`src/rtl/ptd_pkg.sv`:
```
`timescale 1ns / 1ps
`default_nettype none
// ----------------------------------------------------------------------------
// ptd_pkg
// Types and codes shared by the periodic task dispatcher and its channels.
// ----------------------------------------------------------------------------
package ptd_pkg;

    // command kinds
    localparam logic [2:0] KIND_TICK    = 3'd0;
    localparam logic [2:0] KIND_CREATE  = 3'd1;
    localparam logic [2:0] KIND_SUSPEND = 3'd2;
    localparam logic [2:0] KIND_RESUME  = 3'd3;
    localparam logic [2:0] KIND_DELETE  = 3'd4;

    // result status
    localparam logic STATUS_OK   = 1'b0;
    localparam logic STATUS_BUSY = 1'b1;

    typedef struct packed {
        logic [2:0]  kind;
        logic [2:0]  slot;
        logic [15:0] period;
        logic [15:0] first_delay;
    } t_cmd;

    typedef struct packed {
        logic [7:0] fire_mask;
        logic       status;
    } t_res;

    typedef enum logic [1:0] {
        S_IDLE,
        S_TICK,
        S_LAST,
        S_PUSH
    } t_state;

endpackage
`default_nettype wire

```
`src/rtl/ptd_if.sv`:
```
`timescale 1ns / 1ps
`default_nettype none
// ----------------------------------------------------------------------------
// ptd_if
// Valid/ready channels for dispatcher commands and results.
// ----------------------------------------------------------------------------
interface ptd_cmd_if;
    logic          valid;
    logic          ready;
    ptd_pkg::t_cmd data;

    modport source (output valid, output data, input ready);
    modport sink   (input valid, input data, output ready);
endinterface

interface ptd_res_if;
    logic          valid;
    logic          ready;
    ptd_pkg::t_res data;

    modport source (output valid, output data, input ready);
    modport sink   (input valid, input data, output ready);
endinterface
`default_nettype wire

```
`src/rtl/periodic_task_dispatcher.sv`:
```
`timescale 1ns / 1ps
`default_nettype none
// ----------------------------------------------------------------------------
// periodic_task_dispatcher
// Time-triggered cooperative scheduler: a table of periodic task slots,
// stepped by tick commands.
// ----------------------------------------------------------------------------
// Usage:
//   i_cmd carries one command beat: tick, create, suspend, resume or delete,
//   with a slot number and, for create, a period and first delay. Every
//   command beat yields exactly one result beat on o_res: the fired-slot
//   mask (ticks only) and a status bit (create refused on a taken slot or
//   on a slot beyond the table).
//   One command is worked on at a time. Suspend, resume, delete, create and
//   unknown kinds go from acceptance straight to S_PUSH, which moves the
//   pending result into the result register; a tick first walks the
//   period/countdown memory through S_TICK and S_LAST: one read per cycle,
//   the write-back in the cycle after it on the single write port. The next
//   beat is accepted only once the state machine is back in S_IDLE.
//   Occupied and resumed flags live in flip-flops; period and countdown live
//   in a synchronous RAM with a registered read. Its contents only count
//   once a create has written the slot, so no clearing pass is needed.
//   Reset (synchronous, active low) clears all flags and the channels.
//   A result waits in the output register while o_res.ready is low; the next
//   command is still accepted and processed, and its result holds in a
//   pending register until the output register frees. Input stalls meanwhile.
// ----------------------------------------------------------------------------
module periodic_task_dispatcher #(
    parameter int TASK_SLOTS = 8
) (
    input  wire logic  i_clk,
    input  wire logic  i_rst_n,
    ptd_cmd_if.sink    i_cmd,
    ptd_res_if.source  o_res
);
    import ptd_pkg::*;

    localparam int SLOT_W = (TASK_SLOTS > 1) ? $clog2(TASK_SLOTS) : 1;

    // state machine
    t_state r_state, n_state;

    // slot flags, cleared by reset
    logic [TASK_SLOTS-1:0] r_occ, n_occ;
    logic [TASK_SLOTS-1:0] r_resm, n_resm;

    // period/countdown RAM, {period, countdown} per entry
    logic [31:0] mem [TASK_SLOTS];
    logic [31:0] r_rd_data;
    logic        mem_we;
    logic [SLOT_W-1:0] mem_waddr;
    logic [31:0] mem_wdata;

    // tick walk
    logic [SLOT_W-1:0] r_idx, n_idx;
    logic              r_wb_valid;
    logic [SLOT_W-1:0] r_wb_idx;

    // pending result and output register
    t_res r_res, n_res;
    t_res r_out;
    logic r_ov;

    // command decode
    logic              accept;
    logic [5:0]        slot_ext;
    logic              slot_ok;
    logic [SLOT_W-1:0] slot_idx;
    logic              create_we;
    logic              out_load;

    assign accept   = i_cmd.valid && i_cmd.ready;
    assign slot_ext = {3'b000, i_cmd.data.slot};
    assign slot_ok  = slot_ext < 6'(TASK_SLOTS);
    assign slot_idx = slot_ext[SLOT_W-1:0];
    assign out_load = (r_state == S_PUSH) && (!r_ov || o_res.ready);

    // ---------------------------------------------------------------- next state
    always_comb begin
        n_state = r_state;
        unique case (r_state)
            S_IDLE: begin
                if (i_cmd.valid) begin
                    n_state = (i_cmd.data.kind == KIND_TICK) ? S_TICK : S_PUSH;
                end
            end
            S_TICK: begin
                if (r_idx == SLOT_W'(TASK_SLOTS - 1)) begin
                    n_state = S_LAST;
                end
            end
            S_LAST: n_state = S_PUSH;
            S_PUSH: begin
                if (!r_ov || o_res.ready) begin
                    n_state = S_IDLE;
                end
            end
            default: n_state = S_IDLE;
        endcase
    end

    // ---------------------------------------------------------------- datapath
    always_comb begin
        logic [15:0] per;
        logic [15:0] cnt;
        logic        live;

        n_occ     = r_occ;
        n_resm    = r_resm;
        n_res     = r_res;
        n_idx     = r_idx;
        create_we = 1'b0;
        mem_we    = 1'b0;
        mem_waddr = r_wb_idx;
        mem_wdata = r_rd_data;
        per       = r_rd_data[31:16];
        cnt       = r_rd_data[15:0];
        live      = r_occ[r_wb_idx] && r_resm[r_wb_idx];
        i_cmd.ready = (r_state == S_IDLE);

        if (accept) begin
            n_res = '{fire_mask: 8'h00, status: STATUS_OK};
            n_idx = '0;
            unique case (i_cmd.data.kind)
                KIND_TICK: ;
                KIND_CREATE: begin
                    if (slot_ok && !r_occ[slot_idx]) begin
                        n_occ[slot_idx]  = 1'b1;
                        n_resm[slot_idx] = 1'b1;
                        create_we        = 1'b1;
                    end else begin
                        n_res.status = STATUS_BUSY;
                    end
                end
                KIND_SUSPEND: if (slot_ok) n_resm[slot_idx] = 1'b0;
                KIND_RESUME:  if (slot_ok) n_resm[slot_idx] = 1'b1;
                KIND_DELETE:  if (slot_ok) n_occ[slot_idx]  = 1'b0;
                default: ;
            endcase
        end

        if (r_state == S_TICK) begin
            n_idx = r_idx + SLOT_W'(1);
        end

        if (create_we) begin
            mem_we    = 1'b1;
            mem_waddr = slot_idx;
            mem_wdata = {i_cmd.data.period, i_cmd.data.first_delay};
        end else if (r_wb_valid && live) begin
            mem_we = 1'b1;
            if (cnt == 16'h0000) begin
                // fire and reload; period zero wraps to 0xFFFF
                mem_wdata       = {per, per - 16'd1};
                n_res.fire_mask = r_res.fire_mask | (8'h01 << r_wb_idx);
            end else begin
                mem_wdata = {per, cnt - 16'd1};
            end
        end
    end

    // ---------------------------------------------------------------- memory
    always_ff @(posedge i_clk) begin
        if (mem_we) begin
            mem[mem_waddr] <= mem_wdata;
        end
        if (r_state == S_TICK) begin
            r_rd_data <= mem[r_idx];
        end
    end

    // ---------------------------------------------------------------- registers
    always_ff @(posedge i_clk) begin
        if (!i_rst_n) begin
            r_state    <= S_IDLE;
            r_occ      <= '0;
            r_resm     <= '0;
            r_wb_valid <= 1'b0;
            r_ov       <= 1'b0;
        end else begin
            r_state    <= n_state;
            r_occ      <= n_occ;
            r_resm     <= n_resm;
            r_wb_valid <= (r_state == S_TICK);
            if (out_load) begin
                r_ov <= 1'b1;
            end else if (o_res.ready) begin
                r_ov <= 1'b0;
            end
        end
    end

    always_ff @(posedge i_clk) begin
        r_idx    <= n_idx;
        r_wb_idx <= r_idx;
        r_res    <= n_res;
        if (out_load) begin
            r_out <= r_res;
        end
    end

    assign o_res.valid = r_ov;
    assign o_res.data  = r_out;

    // ---------------------------------------------------------------- checks
    a_one_writer: assert property (@(posedge i_clk) disable iff (!i_rst_n)
        !(create_we && r_wb_valid))
        else $error("create write collides with tick write-back");

    a_wb_in_walk: assert property (@(posedge i_clk) disable iff (!i_rst_n)
        r_wb_valid |-> (r_state == S_TICK || r_state == S_LAST))
        else $error("write-back outside tick walk");

    a_leave_idle: assert property (@(posedge i_clk) disable iff (!i_rst_n)
        accept |=> (r_state != S_IDLE))
        else $error("accepted command left no work");

    a_busy_no_fire: assert property (@(posedge i_clk) disable iff (!i_rst_n)
        o_res.valid |-> !(o_res.data.status && (o_res.data.fire_mask != 8'h00)))
        else $error("refused create reports fired slots");

endmodule
`default_nettype wire
```
`src/flat_wrapper.sv`:
```
// flat-port wrapper written by rule: the top's interface ports become plain ports
module periodic_task_dispatcher_flat import ptd_pkg::*;
#(
    parameter int TASK_SLOTS = 8
)
  (i_clk, i_rst_n, i_cmd_valid, i_cmd_data, i_cmd_ready, o_res_valid, o_res_data, o_res_ready);
  ptd_cmd_if i_cmd_i ();
  ptd_res_if o_res_i ();
  input  wire logic i_clk;
  input  wire logic i_rst_n;
  input wire logic [$bits(i_cmd_i.valid)-1:0] i_cmd_valid;
  input wire logic [$bits(i_cmd_i.data)-1:0] i_cmd_data;
  output wire logic [$bits(i_cmd_i.ready)-1:0] i_cmd_ready;
  output wire logic [$bits(o_res_i.valid)-1:0] o_res_valid;
  output wire logic [$bits(o_res_i.data)-1:0] o_res_data;
  input wire logic [$bits(o_res_i.ready)-1:0] o_res_ready;
  assign i_cmd_i.valid = i_cmd_valid;
  assign i_cmd_i.data = i_cmd_data;
  assign i_cmd_ready = i_cmd_i.ready;
  assign o_res_valid = o_res_i.valid;
  assign o_res_data = o_res_i.data;
  assign o_res_i.ready = o_res_ready;
  periodic_task_dispatcher #(.TASK_SLOTS(TASK_SLOTS)) u_core (.i_clk(i_clk), .i_rst_n(i_rst_n), .i_cmd(i_cmd_i), .o_res(o_res_i));
endmodule
```
`config.mk`:
```
export PLATFORM = sky130hd
export DESIGN_NAME = periodic_task_dispatcher_flat
export DESIGN_NICKNAME = d
export VERILOG_FILES = /design/src/rtl/ptd_pkg.sv /design/src/rtl/ptd_if.sv /design/src/rtl/periodic_task_dispatcher.sv /design/src/flat_wrapper.sv
export SDC_FILE = /design/constraint.sdc
export NUM_CORES = 1
export LEC_CHECK = 0
export BUFFER_PORTS_ARGS = -buffer_cell sky130_fd_sc_hd__buf_4
export CORE_MARGIN = 2
export CORE_UTILIZATION = 60
export CTS_CLUSTER_DIAMETER = 200
export DETAILED_ROUTE_END_ITERATION = 10
export PLACE_DENSITY = 0.87
export SYNTH_ARGS = -nofsm -noshare
export SYNTH_HDL_FRONTEND = slang
export SYNTH_SLANG_ARGS = --single-unit
```
`constraint.sdc`:
```
create_clock -name i_clk -period 4.6 [get_ports i_clk]
set_input_delay 0.46 -clock i_clk [delete_from_list [all_inputs] [get_ports i_clk]]
set_output_delay 0.46 -clock i_clk [all_outputs]
set_load 0.05 [all_outputs]
```
==> results.toml <==
[power_and_ir_drop]
p_sw_frac = 0.293
ir_worst_vdd_uv = 419
pwr-share-clk = 0.285
p_sw_mw = 2.61
pwr-share-comb = 0.246
seqPwrFrac = 0.469
internal_power_mw = 6.29
power_per_cell_area_nw_per_um2 = 570
p_leak_nw = 5.05

[final_layout]
area_growth_pct = 12.5
nets = 917
antenna_cells = 0
design_area_um2 = 15600
layout-drive-gt1-share = 0.292

[yosys]
yosysSeqAreaShare = 0.696
yosysMostFrequentCell = "edfxtp_1"
synthCells = 808
synth_top_area_frac = 0.651
ys_ff_latch = 332
synth_area_um2 = 13900
synth_async_sr_flop_share = 0
synth_nets = 857
yosysUniqueCellTypes = 72
synth_edf_count = 301
ys.flop_type = "edfxtp_1"
yosys_warnings = 0
syn_area_per_cell_um2 = 17.2
synthTopCellsByCount = "301 x edfxtp_1, 66 x mux4_2, 54 x nor2_1"
synthTopCellsByArea = "edfxtp_1 65%, mux4_2 11%, dfxtp_1 4.5%"
synth_largest_area_cell = "edfxtp_1"

[critical_path]
cp-start-kind = "flop"
critPathSlowestCell = "o31ai_1"
path_class = "flop to flop"
cpPeakStageDelay_ns = 0.71
crit_buf_inv = 0
cp_top_family = "simple AND/OR/NAND/NOR gates"
cp.arrival_ns = 4.13
critPathMaxFanout = 15
cp-end-kind = "flop"
worstPathRequired_ns = 4.83
crit_chain = "or4_4 > or4_4 > nor2_8 > a21oi_1 > ha_1 > nand3_1 > a21oi_1 > a41oi_1 > a21oi_1 > o31ai_1"
critPathMostFrequentCell = "a21oi_1"

[floorplanning]
die_y_um = 156
fp.coreArea_um2 = 22600
dieWidth_um = 156
die-area_um2 = 24400
initial_core_util = 0.613
io_pins = 53
num_rows = 55

[cts]
cts_buffers = 31
root_buffer = "clkbuf_16"
cts_hold_buf = 0
cts_htree_levels = 1
cts_resized = 0
clock_path_buffers = 3
clock_latency_ns = 0.57
clkTransAtPathRegs_ns = 0.07
cts.sinks = 332
post_cts_buffers = 0
cts_tree = "built"

[grt]
grtUsageTotal = 0.258
antenna_found_initial = 0
grt_pass1_wl_mm = 46.5
grt_pass1_vias = 7865
overflow = 0
grt_start_max_net_pins = 67

[sta]
clock.fmax_mhz = 257
finalSetupViolCount = 0
final_hold_viol_count = 0
period_needed_ns = 3.90
rsz0062_at_grt = "no"
slew_violations = 0
whs_ns = 0.223
setup_tns_ns = 0
worst_slew_pin_slew_ns = 1.38
slew_headroom = 0.0707
fin_crit_sh = 0.847
finalClockSkew_ns = 0.0199

[worst_hold_path]
hold_class = "input port to flop"

[job]
cap_violations = 0

[place]
gp_congestion = 0.883
io_buffers = 52
dpl_cell_area_um2 = 14600
dp_hpwl_mm = 18.0

[detailed_routing]
wl_mm = 30.7
route.detailed.drc = 0
vias_per_cell = 6.60
ant_nets = 0
vias = 7770
drt_iter0_markers = 848
wl_per_cell_um = 26.0
drtPass1Iterations = 5

[run_status]
status = "finished, final reports clean"
==> final timing paths <==
kind | from | end | slack, ns | depth (start not counted)
min reg2reg | u_core.r_res[0]$_SDFFCE_PP0P_ | u_core.o_res.data[0]$_DFFE_PP_ | 0.42 | 0
min | i_rst_n | u_core.o_res.valid$_SDFFE_PN0P_ | 0.22 | 2
max | u_core.r_rd_data[1]$_DFFE_PP_ | u_core.mem[5][10]$_DFFE_PP_ | 0.70 | 10
max reg2reg | u_core.r_rd_data[1]$_DFFE_PP_ | u_core.mem[5][10]$_DFFE_PP_ | 0.70 | 10
==> power groups by stage <==
stage,combinational [mW],clock (mW),sequential (mW)
detailed placement,2.13,0,4.21
global placement,2.05,0,4.20
CTS,2.19,2.56,4.15
finish,2.19,2.54,4.17
global route,2.34,2.68,4.19
floorplan,1.61,0,4.10
==> registers in the layout, summed over array words and instances, names as in the netlist, named ones only <==
| name | count |
|---|---|
| u_core.mem | 256 |
| u_core.o_res.data | 9 |
| u_core.o_res.valid | 1 |
| u_core.r_idx | 3 |
| u_core.r_rd_data | 32 |
| u_core.r_res | 9 |
| u_core.r_state | 2 |
| u_core.r_wb_idx | 3 |
| u_core.r_wb_valid | 1 |
==> metrics by stage <==
stage | setup slack [ns] | utilization | std cells | power, mW
2_1_floorplan | 0.780 | - | 808 | 5.71
3_3_place_gp | 0.861 | 0.645 | 1120 | 6.26
3_5_place_dp | 0.728 | 0.645 | 1120 | 6.35
4_1_cts | 0.759 | 0.689 | 1178 | 8.90
5_1_grt | 0.469 | 0.689 | 1178 | 9.20
6_report | 0.704 | 0.689 | 1178 | 8.89
==> cells in the final DEF (no fill, tap or decap), types with 13 or more instances in the layout <==
| master | synthesis | final |
|---|---|---|
| nand2_1 | 36 | 36 |
| inv_1 | 13 | 13 |
| a31oi_1 | 17 | 17 |
| o21ai_0 | 14 | 14 |
| edfxtp_1 | 301 | 301 |
| mux4_2 | 66 | 66 |
| clkbuf_16 | 0 | 31 |
| mux2_2 | 49 | 49 |
| dfxtp_1 | 31 | 31 |
| buf_4 | 2 | 65 |
| a21oi_1 | 27 | 27 |
| nor2_1 | 54 | 46 |
==> kinds of logic after synthesis <==
family	after synthesis	synth area share
compound gates	125	0.0645
xor+xnor	3	0.00189
fa+ha+maj	7	0.00631
buf+inv	53	0.0187
flops	332	0.696
mux	120	0.151
simple gates	168	0.0619
==> final cells by class <==
cell class,instances,area [um2]
flip-flops and latches,332,9660
well taps,285,357
inverters,14,52.6
clock inverters,22,215
repair buffers,66,508
clock buffers,36,795
multi-input cells,423,4020
fillers,1360,7030
==> metal layers <==
layer  up-vias  track usage  wire length (um)
met3        60       0.0436              2800
met5         -            0                 0
met1      3907        0.358             12000
met2       427        0.428             15200
met4         0       0.0791               687
li1       3376            -                 -
Note: power is estimated with default switching activity, not from simulation.
